<file path="config.mk">
export PLATFORM = sky130hd
export DESIGN_NAME = bmp24_to_argb_decoder_flat
export DESIGN_NICKNAME = d
export VERILOG_FILES = /design/src/sv/bmpd_pkg.sv /design/src/sv/bmpd_if.sv /design/src/sv/bmpd_parser.sv /design/src/sv/bmpd_out_queue.sv /design/src/sv/bmp24_to_argb_decoder.sv /design/src/flat_wrapper.sv
export SDC_FILE = /design/constraint.sdc
export NUM_CORES = 1
export LEC_CHECK = 0
export ABC_CLOCK_PERIOD_IN_PS = 7900
export BUFFER_PORTS_ARGS = -buffer_cell sky130_fd_sc_hd__clkbuf_2
export CORE_MARGIN = 2
export CORE_UTILIZATION = 45
export CTS_CLUSTER_SIZE = 20
export DETAILED_ROUTE_END_ITERATION = 7
export SLEW_MARGIN = 30
export SYNTH_ARGS = -nofsm -noshare
export SYNTH_HDL_FRONTEND = slang
export SYNTH_SLANG_ARGS = --single-unit
</file>
<file path="constraint.sdc">
create_clock -name clock -period 7.9 [get_ports clock]
set_clock_uncertainty 0.2 [all_clocks]
set_input_delay 0.395 -clock clock [delete_from_list [all_inputs] [get_ports clock]]
set_output_delay 0.395 -clock clock [all_outputs]
set_load 0.02 [all_outputs]
</file>
<file path="src/sv/bmpd_pkg.sv">
// ----------------------------------------------------------------------------
// bmpd_pkg
// Shared types and constants of the 24-bit BMP to ARGB decoder.
// ----------------------------------------------------------------------------
`default_nettype none

package bmpd_pkg;

   // Image size limit and derived field widths
   localparam logic [31:0] MAX_DIM = 32'd1024;
   localparam int          DIM_W   = 11;
   localparam int          COORD_W = 10;

   // Header byte positions (last byte of each little-endian field)
   localparam logic [31:0] POS_SIG_B       = 32'd0;
   localparam logic [31:0] POS_SIG_M       = 32'd1;
   localparam logic [31:0] POS_OFFSET_LAST = 32'd13;
   localparam logic [31:0] POS_WIDTH_LAST  = 32'd21;
   localparam logic [31:0] POS_HEIGHT_LAST = 32'd25;
   localparam logic [31:0] POS_BPP_LAST    = 32'd29;
   localparam logic [31:0] POS_COMP_LAST   = 32'd33;
   localparam logic [31:0] HDR_LEN         = 32'd54;
   localparam logic [31:0] HDR_LAST        = 32'd53;

   // Header field values
   localparam logic [7:0]  SIG_B    = 8'h42;
   localparam logic [7:0]  SIG_M    = 8'h4D;
   localparam logic [15:0] BPP_24   = 16'd24;
   localparam logic [7:0]  BYTE_MAX = 8'hFF;
   localparam logic [7:0]  BYTE_MIN = 8'h00;
   localparam logic [7:0]  ALPHA_OPAQUE = 8'hFF;
   localparam logic [7:0]  ALPHA_CLEAR  = 8'h00;

   // Item kinds
   localparam logic KIND_PIXEL  = 1'b0;
   localparam logic KIND_STATUS = 1'b1;

   // Final status codes
   typedef enum logic [1:0] {
      ST_OK          = 2'd0,
      ST_BAD_SIG     = 2'd1,
      ST_UNSUPPORTED = 2'd2,
      ST_TRUNCATED   = 2'd3
   } bmpd_status_type;

   // One result item
   typedef struct packed {
      logic                 item_kind;
      logic [31:0]          pixel_argb;
      logic [COORD_W-1:0]   pixel_x;
      logic [COORD_W-1:0]   pixel_y;
      logic [DIM_W-1:0]     image_width;
      logic [DIM_W-1:0]     image_height;
      bmpd_status_type      decode_status;
      logic                 last_item;
   } bmpd_item_type;

   // Items pushed by the parser in one cycle, first before second
   typedef struct packed {
      logic [1:0]    cnt;
      bmpd_item_type first;
      bmpd_item_type second;
   } bmpd_push_type;

endpackage

`default_nettype wire

</file>
<file path="src/sv/bmpd_if.sv">
// ----------------------------------------------------------------------------
// bmpd_if
// Valid/ready channel interfaces of the BMP decoder: byte input, result
// output and configuration write.
// ----------------------------------------------------------------------------
`default_nettype none

interface bmpd_req_if;
   logic       valid;
   logic       ready;
   logic [7:0] file_byte;
   logic       end_of_file;

   modport source (output valid, output file_byte, output end_of_file, input ready);
   modport sink   (input valid, input file_byte, input end_of_file, output ready);
endinterface

interface bmpd_rsp_if;
   logic        valid;
   logic        ready;
   logic        item_kind;
   logic [31:0] pixel_argb;
   logic [9:0]  pixel_x;
   logic [9:0]  pixel_y;
   logic [10:0] image_width;
   logic [10:0] image_height;
   logic [1:0]  decode_status;
   logic        last_item;

   modport source (output valid, output item_kind, output pixel_argb, output pixel_x,
                   output pixel_y, output image_width, output image_height,
                   output decode_status, output last_item, input ready);
   modport sink   (input valid, input item_kind, input pixel_argb, input pixel_x,
                   input pixel_y, input image_width, input image_height,
                   input decode_status, input last_item, output ready);
endinterface

interface bmpd_csr_if;
   logic valid;
   logic ready;
   logic color_key_enable;

   modport source (output valid, output color_key_enable, input ready);
   modport sink   (input valid, input color_key_enable, output ready);
endinterface

`default_nettype wire

</file>
<file path="src/sv/bmpd_parser.sv">
// ----------------------------------------------------------------------------
// bmpd_parser
// Byte-at-a-time BMP parser: header capture and check, offset skip, row
// padding drop and pixel assembly. Emits up to two items per byte.
// ----------------------------------------------------------------------------
`default_nettype none

module bmpd_parser (
   input  wire logic                    clock,
   input  wire logic                    reset,
   bmpd_req_if.sink                     req_if,
   input  wire logic                    key_enable,
   input  wire logic                    space_ok,
   output      bmpd_pkg::bmpd_push_type push
);

   typedef enum logic [2:0] {
      PH_HEADER = 3'd0,
      PH_SKIP   = 3'd1,
      PH_PIXELS = 3'd2,
      PH_DONE   = 3'd3,
      PH_ERROR  = 3'd4
   } phase_type;

   localparam int DW = bmpd_pkg::DIM_W;
   localparam int CW = bmpd_pkg::COORD_W;

   phase_type                 phase_ff,  phase_in;
   logic [31:0]               pos_ff,    pos_in;
   logic [31:0]               asm_ff,    asm_in;
   logic [31:0]               offset_ff, offset_in;
   logic                      bpp_ok_ff, bpp_ok_in;
   logic                      comp_ok_ff, comp_ok_in;
   logic                      w_ok_ff,   w_ok_in;
   logic                      h_ok_ff,   h_ok_in;
   logic [DW-1:0]             width_ff,  width_in;
   logic [DW-1:0]             height_ff, height_in;
   logic                      top_ff,    top_in;
   logic [11:0]               rbi_ff,    rbi_in;
   logic [1:0]                k_ff,      k_in;
   logic [CW-1:0]             x_ff,      x_in;
   logic [DW-1:0]             row_ff,    row_in;
   logic [7:0]                blue_ff,   blue_in;
   logic [7:0]                green_ff,  green_in;
   bmpd_pkg::bmpd_status_type err_ff,    err_in;

   logic                    fire;
   logic [7:0]              b;
   logic [31:0]             asm_next;
   logic [31:0]             h_mag;
   logic                    hdr_good;
   logic                    pix_go;
   logic                    emit;
   logic [11:0]             data_bytes;
   logic [11:0]             padded_len;
   logic [11:0]             rbi_inc;
   logic [DW-1:0]           row_inc;
   logic [DW-1:0]           y_full;
   logic [7:0]              alpha;
   logic                    accepted_after;
   bmpd_pkg::bmpd_item_type pix_item;
   bmpd_pkg::bmpd_item_type st_item;

   assign req_if.ready = space_ok;
   assign fire         = req_if.valid && space_ok;
   assign b            = req_if.file_byte;

   // Row geometry: three bytes per pixel, rounded up to a multiple of four
   assign data_bytes = {width_ff, 1'b0} + {1'b0, width_ff};
   assign padded_len = (data_bytes + 12'd3) & ~12'd3;
   assign rbi_inc    = rbi_ff + 12'd1;
   assign row_inc    = row_ff + DW'(1);

   // Header field assembly and checks
   assign asm_next = {b, asm_ff[31:8]};
   assign h_mag    = asm_next[31] ? (~asm_next + 32'd1) : asm_next;
   assign hdr_good = bpp_ok_ff && comp_ok_ff && w_ok_ff && h_ok_ff &&
                     (offset_ff >= bmpd_pkg::HDR_LEN);

   // Next-state logic for one accepted byte
   always_comb begin
      phase_in   = phase_ff;
      pos_in     = (pos_ff == 32'hFFFF_FFFF) ? pos_ff : pos_ff + 32'd1;
      asm_in     = asm_ff;
      offset_in  = offset_ff;
      bpp_ok_in  = bpp_ok_ff;
      comp_ok_in = comp_ok_ff;
      w_ok_in    = w_ok_ff;
      h_ok_in    = h_ok_ff;
      width_in   = width_ff;
      height_in  = height_ff;
      top_in     = top_ff;
      rbi_in     = rbi_ff;
      k_in       = k_ff;
      x_in       = x_ff;
      row_in     = row_ff;
      blue_in    = blue_ff;
      green_in   = green_ff;
      err_in     = err_ff;
      pix_go     = 1'b0;
      emit       = 1'b0;

      unique case (phase_ff)
         PH_HEADER: begin
            asm_in = asm_next;
            if ((pos_ff == bmpd_pkg::POS_SIG_B && b != bmpd_pkg::SIG_B) ||
                (pos_ff == bmpd_pkg::POS_SIG_M && b != bmpd_pkg::SIG_M)) begin
               err_in   = bmpd_pkg::ST_BAD_SIG;
               phase_in = PH_ERROR;
            end else begin
               if (pos_ff == bmpd_pkg::POS_OFFSET_LAST) begin
                  offset_in = asm_next;
               end
               if (pos_ff == bmpd_pkg::POS_WIDTH_LAST) begin
                  width_in = asm_next[DW-1:0];
                  w_ok_in  = !asm_next[31] && (asm_next != 32'd0) &&
                             (asm_next <= bmpd_pkg::MAX_DIM);
               end
               if (pos_ff == bmpd_pkg::POS_HEIGHT_LAST) begin
                  top_in    = asm_next[31];
                  height_in = h_mag[DW-1:0];
                  h_ok_in   = (h_mag != 32'd0) && (h_mag <= bmpd_pkg::MAX_DIM);
               end
               if (pos_ff == bmpd_pkg::POS_BPP_LAST) begin
                  bpp_ok_in = (asm_next[31:16] == bmpd_pkg::BPP_24);
               end
               if (pos_ff == bmpd_pkg::POS_COMP_LAST) begin
                  comp_ok_in = (asm_next == 32'd0);
               end
               if (pos_ff == bmpd_pkg::HDR_LAST) begin
                  if (!hdr_good) begin
                     err_in   = bmpd_pkg::ST_UNSUPPORTED;
                     phase_in = PH_ERROR;
                  end else if (offset_ff == bmpd_pkg::HDR_LEN) begin
                     phase_in = PH_PIXELS;
                  end else begin
                     phase_in = PH_SKIP;
                  end
               end
            end
         end
         PH_SKIP: begin
            if (pos_ff == offset_ff) begin
               phase_in = PH_PIXELS;
               pix_go   = 1'b1;
            end
         end
         PH_PIXELS: begin
            pix_go = 1'b1;
         end
         PH_DONE: begin
         end
         PH_ERROR: begin
         end
         default: begin
         end
      endcase

      // Pixel bytes: collect B and G, emit on R, drop padding
      if (pix_go) begin
         if (rbi_ff < data_bytes) begin
            unique case (k_ff)
               2'd0: begin
                  blue_in = b;
                  k_in    = 2'd1;
               end
               2'd1: begin
                  green_in = b;
                  k_in     = 2'd2;
               end
               default: begin
                  emit = 1'b1;
                  k_in = 2'd0;
                  x_in = x_ff + CW'(1);
               end
            endcase
         end
         rbi_in = rbi_inc;
         if (rbi_inc >= padded_len) begin
            rbi_in = 12'd0;
            k_in   = 2'd0;
            x_in   = '0;
            row_in = row_inc;
            if (row_inc >= height_ff) begin
               phase_in = PH_DONE;
            end
         end
      end
   end

   // Pixel item
   assign y_full = top_ff ? row_ff : (height_ff - DW'(1) - row_ff);
   assign alpha  = (key_enable && b == bmpd_pkg::BYTE_MAX && green_ff == bmpd_pkg::BYTE_MIN &&
                    blue_ff == bmpd_pkg::BYTE_MAX) ? bmpd_pkg::ALPHA_CLEAR
                                                   : bmpd_pkg::ALPHA_OPAQUE;

   always_comb begin
      pix_item               = '0;
      pix_item.item_kind     = bmpd_pkg::KIND_PIXEL;
      pix_item.pixel_argb    = {alpha, b, green_ff, blue_ff};
      pix_item.pixel_x       = x_ff;
      pix_item.pixel_y       = y_full[CW-1:0];
      pix_item.image_width   = width_ff;
      pix_item.image_height  = height_ff;
      pix_item.decode_status = bmpd_pkg::ST_OK;
      pix_item.last_item     = 1'b0;
   end

   // Status item, sized only once the header has passed
   assign accepted_after = (phase_in == PH_SKIP) || (phase_in == PH_PIXELS) ||
                           (phase_in == PH_DONE);

   always_comb begin
      st_item              = '0;
      st_item.item_kind    = bmpd_pkg::KIND_STATUS;
      st_item.image_width  = accepted_after ? width_in  : '0;
      st_item.image_height = accepted_after ? height_in : '0;
      st_item.last_item    = 1'b1;
      if (err_in != bmpd_pkg::ST_OK) begin
         st_item.decode_status = err_in;
      end else if (phase_in == PH_DONE) begin
         st_item.decode_status = bmpd_pkg::ST_OK;
      end else begin
         st_item.decode_status = bmpd_pkg::ST_TRUNCATED;
      end
   end

   // Order the pushed items: pixel first, status after it
   always_comb begin
      push.cnt    = 2'd0;
      push.first  = emit ? pix_item : st_item;
      push.second = st_item;
      if (fire) begin
         push.cnt = {1'b0, emit} + {1'b0, req_if.end_of_file};
      end
   end

   // Hold parser state; a final byte returns everything to header phase
   always_ff @(posedge clock) begin
      if (reset || (fire && req_if.end_of_file)) begin
         phase_ff   <= PH_HEADER;
         pos_ff     <= '0;
         asm_ff     <= '0;
         offset_ff  <= '0;
         bpp_ok_ff  <= 1'b0;
         comp_ok_ff <= 1'b0;
         w_ok_ff    <= 1'b0;
         h_ok_ff    <= 1'b0;
         width_ff   <= '0;
         height_ff  <= '0;
         top_ff     <= 1'b0;
         rbi_ff     <= '0;
         k_ff       <= '0;
         x_ff       <= '0;
         row_ff     <= '0;
         blue_ff    <= '0;
         green_ff   <= '0;
         err_ff     <= bmpd_pkg::ST_OK;
      end else if (fire) begin
         phase_ff   <= phase_in;
         pos_ff     <= pos_in;
         asm_ff     <= asm_in;
         offset_ff  <= offset_in;
         bpp_ok_ff  <= bpp_ok_in;
         comp_ok_ff <= comp_ok_in;
         w_ok_ff    <= w_ok_in;
         h_ok_ff    <= h_ok_in;
         width_ff   <= width_in;
         height_ff  <= height_in;
         top_ff     <= top_in;
         rbi_ff     <= rbi_in;
         k_ff       <= k_in;
         x_ff       <= x_in;
         row_ff     <= row_in;
         blue_ff    <= blue_in;
         green_ff   <= green_in;
         err_ff     <= err_in;
      end
   end

endmodule

`default_nettype wire

</file>
<file path="src/sv/bmpd_out_queue.sv">
// ----------------------------------------------------------------------------
// bmpd_out_queue
// Three-entry result queue: takes up to two items a cycle, presents one
// registered item on the result channel.
// ----------------------------------------------------------------------------
`default_nettype none

module bmpd_out_queue (
   input  wire logic                    clock,
   input  wire logic                    reset,
   input  wire bmpd_pkg::bmpd_push_type push,
   output      logic                    space_ok,
   bmpd_rsp_if.source                   rsp_if
);

   localparam logic [1:0] DEPTH = 2'd3;

   bmpd_pkg::bmpd_item_type entry_ff [DEPTH];
   logic [1:0]              wr_ff,  wr_in;
   logic [1:0]              rd_ff,  rd_in;
   logic [1:0]              cnt_ff, cnt_in;
   logic                    pop;
   logic [1:0]              wr_next1;
   bmpd_pkg::bmpd_item_type head;

   function automatic logic [1:0] inc3(input logic [1:0] p);
      inc3 = (p == DEPTH - 2'd1) ? 2'd0 : p + 2'd1;
   endfunction

   // Room for two items: a status may follow a pixel in one cycle
   assign space_ok = (cnt_ff <= DEPTH - 2'd2);
   assign pop      = (cnt_ff != 2'd0) && rsp_if.ready;
   assign wr_next1 = inc3(wr_ff);

   // Advance pointers and fill count
   always_comb begin
      unique case (push.cnt)
         2'd0:    wr_in = wr_ff;
         2'd1:    wr_in = wr_next1;
         default: wr_in = inc3(wr_next1);
      endcase
      rd_in  = pop ? inc3(rd_ff) : rd_ff;
      cnt_in = cnt_ff + push.cnt - {1'b0, pop};
   end

   always_ff @(posedge clock) begin
      if (reset) begin
         wr_ff  <= '0;
         rd_ff  <= '0;
         cnt_ff <= '0;
      end else begin
         wr_ff  <= wr_in;
         rd_ff  <= rd_in;
         cnt_ff <= cnt_in;
      end
   end

   // Store pushed items
   always_ff @(posedge clock) begin
      if (push.cnt != 2'd0) begin
         entry_ff[wr_ff] <= push.first;
      end
      if (push.cnt == 2'd2) begin
         entry_ff[wr_next1] <= push.second;
      end
   end

   // Present the head transaction
   assign head                 = entry_ff[rd_ff];
   assign rsp_if.valid         = (cnt_ff != 2'd0);
   assign rsp_if.item_kind     = head.item_kind;
   assign rsp_if.pixel_argb    = head.pixel_argb;
   assign rsp_if.pixel_x       = head.pixel_x;
   assign rsp_if.pixel_y       = head.pixel_y;
   assign rsp_if.image_width   = head.image_width;
   assign rsp_if.image_height  = head.image_height;
   assign rsp_if.decode_status = head.decode_status;
   assign rsp_if.last_item     = head.last_item;

endmodule

`default_nettype wire

</file>
<file path="src/sv/bmp24_to_argb_decoder.sv">
// ----------------------------------------------------------------------------
// bmp24_to_argb_decoder
// Streams an uncompressed 24-bit BMP file and returns ARGB8888 pixels with
// their coordinates, followed by one status transaction per file.
// ----------------------------------------------------------------------------
//
//   channel  direction  carries
//   -------  ---------  ------------------------------------------------
//   req_if   in         file_byte, end_of_file
//   rsp_if   out        pixel or status item (kind, argb, x, y, size, status)
//   csr_if   in         color_key_enable write
//
// One byte is taken per cycle while the result queue has room; its items
// are registered into the queue, so the first result appears in the cycle
// after the byte. A final byte that also completes a pixel pushes two items;
// the queue then holds req_if.ready low until rsp_if drains it to one item.
// req_if.ready depends on the queue fill count only; csr_if is always ready.
// Synchronous reset clears parser state, queue and color key enable.
// ----------------------------------------------------------------------------
`default_nettype none

module bmp24_to_argb_decoder (
   input  wire logic  clock,
   input  wire logic  reset,
   bmpd_req_if.sink   req_if,
   bmpd_rsp_if.source rsp_if,
   bmpd_csr_if.sink   csr_if
);

   logic                    key_enable_ff;
   logic                    key_enable_in;
   logic                    space_ok;
   bmpd_pkg::bmpd_push_type push;

   // Configuration register
   assign csr_if.ready  = 1'b1;
   assign key_enable_in = csr_if.valid ? csr_if.color_key_enable : key_enable_ff;

   always_ff @(posedge clock) begin
      if (reset) begin
         key_enable_ff <= 1'b0;
      end else begin
         key_enable_ff <= key_enable_in;
      end
   end

   bmpd_parser u_parser (
      .clock      (clock),
      .reset      (reset),
      .req_if     (req_if),
      .key_enable (key_enable_ff),
      .space_ok   (space_ok),
      .push       (push)
   );

   bmpd_out_queue u_out_queue (
      .clock    (clock),
      .reset    (reset),
      .push     (push),
      .space_ok (space_ok),
      .rsp_if   (rsp_if)
   );

endmodule

`default_nettype wire

</file>
<file path="src/flat_wrapper.sv">
// flat-port wrapper written by rule: the top's interface ports become plain ports
module bmp24_to_argb_decoder_flat 
  (clock, reset, req_if_valid, req_if_file_byte, req_if_end_of_file, req_if_ready, rsp_if_valid, rsp_if_item_kind, rsp_if_pixel_argb, rsp_if_pixel_x, rsp_if_pixel_y, rsp_if_image_width, rsp_if_image_height, rsp_if_decode_status, rsp_if_last_item, rsp_if_ready, csr_if_valid, csr_if_color_key_enable, csr_if_ready);
  bmpd_req_if req_if_i ();
  bmpd_rsp_if rsp_if_i ();
  bmpd_csr_if csr_if_i ();
  input  wire logic clock;
  input  wire logic reset;
  input wire logic [$bits(req_if_i.valid)-1:0] req_if_valid;
  input wire logic [$bits(req_if_i.file_byte)-1:0] req_if_file_byte;
  input wire logic [$bits(req_if_i.end_of_file)-1:0] req_if_end_of_file;
  output wire logic [$bits(req_if_i.ready)-1:0] req_if_ready;
  output wire logic [$bits(rsp_if_i.valid)-1:0] rsp_if_valid;
  output wire logic [$bits(rsp_if_i.item_kind)-1:0] rsp_if_item_kind;
  output wire logic [$bits(rsp_if_i.pixel_argb)-1:0] rsp_if_pixel_argb;
  output wire logic [$bits(rsp_if_i.pixel_x)-1:0] rsp_if_pixel_x;
  output wire logic [$bits(rsp_if_i.pixel_y)-1:0] rsp_if_pixel_y;
  output wire logic [$bits(rsp_if_i.image_width)-1:0] rsp_if_image_width;
  output wire logic [$bits(rsp_if_i.image_height)-1:0] rsp_if_image_height;
  output wire logic [$bits(rsp_if_i.decode_status)-1:0] rsp_if_decode_status;
  output wire logic [$bits(rsp_if_i.last_item)-1:0] rsp_if_last_item;
  input wire logic [$bits(rsp_if_i.ready)-1:0] rsp_if_ready;
  input wire logic [$bits(csr_if_i.valid)-1:0] csr_if_valid;
  input wire logic [$bits(csr_if_i.color_key_enable)-1:0] csr_if_color_key_enable;
  output wire logic [$bits(csr_if_i.ready)-1:0] csr_if_ready;
  assign req_if_i.valid = req_if_valid;
  assign req_if_i.file_byte = req_if_file_byte;
  assign req_if_i.end_of_file = req_if_end_of_file;
  assign req_if_ready = req_if_i.ready;
  assign rsp_if_valid = rsp_if_i.valid;
  assign rsp_if_item_kind = rsp_if_i.item_kind;
  assign rsp_if_pixel_argb = rsp_if_i.pixel_argb;
  assign rsp_if_pixel_x = rsp_if_i.pixel_x;
  assign rsp_if_pixel_y = rsp_if_i.pixel_y;
  assign rsp_if_image_width = rsp_if_i.image_width;
  assign rsp_if_image_height = rsp_if_i.image_height;
  assign rsp_if_decode_status = rsp_if_i.decode_status;
  assign rsp_if_last_item = rsp_if_i.last_item;
  assign rsp_if_i.ready = rsp_if_ready;
  assign csr_if_i.valid = csr_if_valid;
  assign csr_if_i.color_key_enable = csr_if_color_key_enable;
  assign csr_if_ready = csr_if_i.ready;
  bmp24_to_argb_decoder u_core (.clock(clock), .reset(reset), .req_if(req_if_i), .rsp_if(rsp_if_i), .csr_if(csr_if_i));
endmodule
</file>
==> run_results.csv, run 1 <==
group,metric,value,unit
sta,finalSetupViolCount,0,
place,dp_hpwl,37410,um
sta,timing.hold.ws,0.07162,ns
synth,postSynthAreaPerCell,8.862,um2
worst_setup_path,start_kind,"register",
sta,final_max_slew_viol_count,0,
die,dieArea,45330,um2
synth,synth.top_cell.area_share,32.42,%
die,core_area,43080,um2
min_path,hp-start,"req_if_valid",
synth,yosys.area.top_type,"dfxtp_1",
routing,drt_wl_total,54870,um
die,die_h,212.9,um
routing,drtIter0Drc,1252,
min_path,min_path_type,"in2reg",
sta,tns,0,ns
worst_setup_path,r2r_start,"u_core.u_parser.width_ff[1]$_SDFFE_PP0P_",
place,port_buffers,94,
worst_setup_path,critPathCaptureType,"register",
cts,clock_latency,0.59,ns
layout,fill_cells,4074,
routing,vias_per_cell,5.639,
cts,clkTransAtPathRegs,0.06,ns
synth,synth_seq_cells,390,
synth,synth_cell_types,80,
worst_setup_path,arrival,6.97,ns
die,ioPinCount,96,
worst_setup_path,regToRegSetupSlack,1.12,ns
synth,yosysWarnings,0,
layout,fin_util,50.89,%
sta,rsz0062_at_grt,"false",
place,gp_congestion,0.9016,
routing,route.detailed.drc,0,
layout,area_delta_synth_final,11.63,%
synth,synth_area,19640,um2
synth,synth_seq_area_share,43.43,%
run,maxCapViolCount,0,
cts,htreeDepth,2,
cts,cts.sinks,390,
die,die_w,212.9,um
synth,ys.flop_type,"dfxtp_1",
synth,syn_nets,2296,
synth,synth_edf_count,72,
synth,synthCells,2216,
routing,ant_nets,0,
die,row_count,76,
grt,grt_util_all_layers,24.19,%
sta,postLayoutSetupSlackWorst,1.116,ns
power,cellPowerDensity,226.4,nW/um2
synth,yosys-top-cells-area,"dfxtp_1, edfxtp_1, nand2_1, mux2i_1, a22o_1",
grt,overflow,0,
sta,max_freq,147.4,MHz
min_path,hold_depth,4,
worst_setup_path,path_class,"reg2reg",
die,initial_core_util,45.59,%
layout,fin_nets,2311,
synth,synthArstFlopShare,0,%
sta,tightest_slew,0.8879,ns
min_path,worstHoldEndpoint,"u_core.u_out_queue.cnt_ff[1]$_SDFF_PP0_",
sta,hold_viol_final,0,
routing,vias,16080,
layout,finalNonFillerCells,2851,
synth,synth_most_common_cell,"nand2_1",
grt,grt_pass1_wl,86290,um
grt,grt_pass1_vias,15090,
place,dp_cells,2767,
sta,period_needed,6.784,ns
layout,layout-drive-gt1-share,10.46,%
worst_setup_path,r2r-end,"u_core.u_out_queue.entry_ff[0][11]$_DFFE_PP_",
routing,first_pass_iters,6,
cts,numCtsBuffers,43,
grt,grt_max_degree,87,
sta,period_share,85.87,%
place,dp_slack,1.152,ns
synth,synth.top_cells.by_count,"nand2_1, dfxtp_1, nor2_1",
cts,cts_buffer_depth,3,
worst_setup_path,cp_max_fo,25,
routing,wl_per_cell,19.25,um
outcome,outcome,"finished, final reports clean",
power,leakagePower,0.008103,uW
cts,cts_root_buffer,"clkbuf_16",
worst_setup_path,r2r_cells,24,
cts,cts_tree,"yes",
sta,max_slew_margin,40.80,%
grt,antenna_found_initial,1,
power,irDropWorstVdd,0.1376,mV
worst_setup_path,cp_data_required_time,8.09,ns
## cell families after synthesis
family                   after synthesis  share of synthesized area [%]
AO/OA/AOI/OAI                        475                          15.88
XOR/XNOR                             135                          6.021
adder cells (fa/ha/maj)               65                          4.218
buffers and inverters                205                          4.352
flip-flops                           390                          43.43
multiplexers                         115                          5.900
other                                  1                        0.01910
AND/OR/NAND/NOR                      830                          20.18
## metal layers
metal | GRT usage (%) | vias up | share of wire, %
met5 | 0 | - | 0
li1 | - | 7902 | -
met4 | 7.548 | 0 | 2.7
met3 | 3.133 | 93 | 5.0
met1 | 33.31 | 7693 | 46
met2 | 39.46 | 388 | 46
## worst max path at each step
stage | start | end | slack [ns] | depth (start not counted)
floorplan | u_core.u_parser.width_ff[1]$_SDFFE_PP0P_ | u_core.u_out_queue.entry_ff[0][10]$_DFFE_PP_ | 1.26 | 25
global placement | u_core.u_parser.width_ff[1]$_SDFFE_PP0P_ | u_core.u_out_queue.entry_ff[0][11]$_DFFE_PP_ | 1.41 | 24
detailed placement | u_core.u_parser.width_ff[1]$_SDFFE_PP0P_ | u_core.u_out_queue.entry_ff[0][11]$_DFFE_PP_ | 1.15 | 24
CTS | u_core.u_parser.width_ff[1]$_SDFFE_PP0P_ | u_core.u_out_queue.entry_ff[0][11]$_DFFE_PP_ | 1.11 | 24
global route | u_core.u_parser.width_ff[1]$_SDFFE_PP0P_ | u_core.u_out_queue.entry_ff[0][7]$_DFFE_PP_ | 0.54 | 24
finish | u_core.u_parser.width_ff[1]$_SDFFE_PP0P_ | u_core.u_out_queue.entry_ff[0][11]$_DFFE_PP_ | 1.12 | 24
## per-stage QoR
| step | power, uW | instance area (um2) |
|---|---|---|
| after global routing | 5158 | 21920 |
| final | 4962 | 21920 |
| after floorplan | 2723 | 19640 |
| after CTS | 4992 | 21910 |
| after global placement | 2952 | 20430 |
| after detailed placement | 2960 | 20440 |
## repair_timing
item | 4_1_cts | 5_1_grt
setup buffers | 0 | 0
endpoints found under the hold margin | 4 | 0
resized for setup | 0 | 0
hold buffers | 4 | 0
## sequential cells by signal, summed over array words and instances, names as in the netlist, 2 cells and up, named ones only
name	cells
u_core.u_parser.rbi_ff	12
u_core.u_parser.green_ff	8
u_core.u_parser.pos_ff	32
u_core.u_parser.phase_ff	3
u_core.u_parser.x_ff	10
u_core.u_parser.blue_ff	8
u_core.u_parser.row_ff	11
u_core.u_out_queue.rd_ff	2
u_core.u_parser.err_ff	2
u_core.u_parser.height_ff	11
u_core.u_out_queue.cnt_ff	2
u_core.u_parser.width_ff	11
u_core.u_parser.offset_ff	32
u_core.u_parser.asm_ff	24
u_core.u_out_queue.entry_ff	210
u_core.u_out_queue.wr_ff	2
u_core.u_parser.k_ff	2
## cells in the final DEF (no fill, tap or decap), drive strengths merged, types with 52 or more instances in the layout
master and n:
a21oi 122, a22o 109, clkbuf 159, dfxtp 318, edfxtp 72, ha 63
inv 52, mux2i 112, nand2 343, nor2 164, nor3 71, o21ai 142
xnor2 56, xor2 79
## worst max-delay path, cell delays in order (launching register included)
cell       delay, ns
dfxtp_1         0.38
ha_1            0.26
fa_1            0.41
a21o_1          0.21
nand4_1         0.11
nand3_1         0.15
and2_1          0.21
a21o_1          0.18
a21oi_1         0.16
xor2_1          0.24
ha_1            0.33
and4_1          0.22
and3_1          0.18
a2111oi_2       0.44
nand3_2         0.45
nor2_1          0.27
ha_1            0.31
o21ai_0         0.21
or3_1           0.49
and2_1          0.20
inv_1           0.06
buf_4           0.32
o21ai_1         0.11
buf_4           0.23
nor3_1          0.22
## area by class of cell
type / count / area, um2 / share of cell area (%)
multi-input combinational: 1621 / 10320 / 47.06
clock buffer: 65 / 1279 / 5.833
inverter: 50 / 187.7 / 0.8562
antenna: 1 / 2.502 / 0.01142
timing repair buffer: 125 / 713.2 / 3.253
tap: 585 / 732.0 / 3.339
sequential: 390 / 8536 / 38.94
clock inverter: 14 / 155.1 / 0.7078
## report_power, final
part           switching [uW]  internal [uW]
Clock                     847           1190
Sequential               68.2           2080
Combinational             539            238
Total                    1450           3510
No activity file was read; power rests on OpenSTA's default activity.
==> run 2: changes to the inputs <==
Settings changed: CORE_UTILIZATION 45 to 40.
==> run_results.csv, run 2 (synthesis results as in run 1) <==
group,metric,value,unit
cts,post_cts_resized,0,
place,dp_cells,2849,
worst_setup_path,regToRegSetupSlack,1.01,ns
layout,area_delta_synth_final,12.63,%
worst_setup_path,cp_max_fo,46,
min_path,hp-start,"reset",
cts,cts_setup_buffers,0,
sta,finalSetupViolCount,0,
sta,period_share,87.25,%
layout,fill_cells,4714,
run,maxCapViolCount,0,
sta,postLayoutSetupSlackWorst,1.007,ns
worst_setup_path,cp_data_required_time,8.01,ns
worst_setup_path,r2r_start,"u_core.u_parser.width_ff[1]$_SDFFE_PP0P_",
worst_setup_path,worstPathCellList,"ha_1, fa_1, a21o_1, nand4_1, nand3_1, and2_1, a21o_1, a21oi_1, xor2_1, ha_1, and4_1, and3_1, a2111oi_2, nand3_2, nor2_1, ha_1, nor2_1, nor3b_1, o21ai_4, buf_4, inv_1, o21ai_1, buf_4, nor3_1",
sta,rsz0062_at_grt,"false",
grt,grt_pass1_vias,15500,
routing,wl_per_cell,18.93,um
die,row_count,81,
routing,first_pass_iters,5,
layout,fin_nets,2315,
layout,most-common-layout-cells,"nand2_1, dfxtp_1, nor2_1",
sta,period_needed,6.893,ns
grt,overflow,0,
power,irDropWorstVdd,0.1604,mV
cts,cts_tree,"yes",
grt,antenna_found_initial,1,
die,dieArea,50880,um2
layout,layout-drive-gt1-share,10.75,%
layout,top_regs,"u_core.u_out_queue.entry_ff x210, u_core.u_parser.offset_ff x32, u_core.u_parser.pos_ff x32",
place,gp_congestion,0.8836,
routing,vias,16260,
sta,max_freq,145.1,MHz
die,ioPinCount,96,
cts,clkTransAtPathRegs,0.06,ns
worst_setup_path,max_stage_delay,0.51,ns
worst_setup_path,arrival,7.00,ns
cts,cts_buffer_depth,3,
sta,hold_viol_final,0,
place,dp_slack,1.024,ns
min_path,min_path_type,"in2reg",
routing,ant_nets,0,
worst_setup_path,r2r-end,"u_core.u_out_queue.entry_ff[2][10]$_DFFE_PP_",
grt,grt_util_all_layers,21.69,%
grt,grt_pass1_wl,87040,um
layout,largest_reg_flops,210,
outcome,outcome,"finished, final reports clean",
die,initial_core_util,40.28,%
sta,tns,0,ns
die,die_w,225.6,um
cts,cts.sinks,390,
cts,ctsHoldBuffers,3,
place,port_buffers,94,
routing,route.detailed.drc,0,
cts,htreeDepth,2,
cts,clock_latency,0.60,ns
cts,cts_root_buffer,"clkbuf_16",
die,die_h,225.6,um
worst_setup_path,path_class,"reg2reg",
die,core_area,48750,um2
grt,grt_max_degree,101,
layout,finalNonFillerCells,2934,
place,dp_hpwl,38280,um
worst_setup_path,path_buf_inv,3,
sta,final_max_slew_viol_count,0,
worst_setup_path,critPathCaptureType,"register",
routing,drt_wl_total,55550,um
power,cellPowerDensity,227.2,nW/um2
min_path,worstHoldEndpoint,"u_core.u_out_queue.wr_ff[1]$_SDFFE_PP0N_",
routing,vias_per_cell,5.541,
layout,final_common_cell,"nand2_1",
worst_setup_path,r2r_cells,24,
sta,max_slew_margin,36.29,%
routing,drtIter0Drc,1358,
worst_setup_path,start_kind,"register",
worst_setup_path,crit_family,"simple AND/OR/NAND/NOR gates",
power,leakagePower,0.008143,uW
layout,regMostFlops,"u_core.u_out_queue.entry_ff",
worst_setup_path,crit_slowest_cell,"buf_4",
min_path,hold_depth,2,
sta,tightest_slew,0.9547,ns
layout,antenna_cells,0,
worst_setup_path,cp_common_cell,"ha_1",
cts,numCtsBuffers,44,
==> run 2: stage by stage <==
stage                     hold slack, ns  total power (uW)  area, um2  utilization (%)
final                            0.09363              5024      22120            45.37
after global routing             0.09007              5220      22120            45.37
after CTS                        0.08382              5067      22090            45.31
after detailed placement          0.2424              2968      20560            42.18
after global placement            0.2331              2958      20530            42.12
after floorplan                   0.2244              2723      19640                -
==> run 2: layout make-up <==
cell class	count	area, um2	share of cell area (%)
Clock buffer	65	1300	5.878
Clock inverter	16	198.9	0.8995
Inverter	50	187.7	0.8486
Multi-Input combinational cell	1621	10300	46.59
Sequential cell	390	8536	38.59
Tap cell	664	830.8	3.756
Timing Repair Buffer	128	760.7	3.439
==> run 2: power by group <==
group	internal [uW]	switching (uW)	total [uW]
logic	241	538	779
clock network	1220	878	2090
registers	2080	72.1	2150
==> run 2: worst max-delay path by stage <==
stage,startpoint,to,slack [ns],cells after the start
after floorplan,u_core.u_parser.width_ff[1]$_SDFFE_PP0P_,u_core.u_out_queue.entry_ff[0][10]$_DFFE_PP_,1.26,25
after global placement,u_core.u_parser.width_ff[1]$_SDFFE_PP0P_,u_core.u_out_queue.entry_ff[2][10]$_DFFE_PP_,1.21,24
after detailed placement,u_core.u_parser.width_ff[1]$_SDFFE_PP0P_,u_core.u_out_queue.entry_ff[2][10]$_DFFE_PP_,1.02,24
after CTS,u_core.u_parser.width_ff[1]$_SDFFE_PP0P_,u_core.u_out_queue.entry_ff[2][10]$_DFFE_PP_,0.99,24
after global routing,u_core.u_parser.width_ff[1]$_SDFFE_PP0P_,u_core.u_out_queue.entry_ff[2][10]$_DFFE_PP_,0.41,24
final,u_core.u_parser.width_ff[1]$_SDFFE_PP0P_,u_core.u_out_queue.entry_ff[2][10]$_DFFE_PP_,1.01,24
==> run 2: routing by layer <==
| layer | share of wire (%) | global-route usage, % | wire length [um] |
|---|---|---|---|
| met5 | 0.023 | 0 | 13 |
| met4 | 2.4 | 6.494 | 1330 |
| met3 | 5.6 | 3.708 | 3110 |
| met2 | 47 | 35.45 | 25880 |
| met1 | 45 | 29.33 | 25210 |
==> run 2: worst reg2reg max path, stage by stage, from the launching register on <==
cell	delay (ns)
dfxtp_1	0.37
ha_1	0.25
fa_1	0.42
a21o_1	0.21
nand4_1	0.10
nand3_1	0.16
and2_1	0.23
a21o_1	0.19
a21oi_1	0.16
xor2_1	0.24
ha_1	0.33
and4_1	0.23
and3_1	0.18
a2111oi_2	0.44
nand3_2	0.44
nor2_1	0.28
ha_1	0.30
nor2_1	0.11
nor3b_1	0.09
o21ai_4	0.16
buf_4	0.51
inv_1	0.45
o21ai_1	0.18
buf_4	0.28
nor3_1	0.08
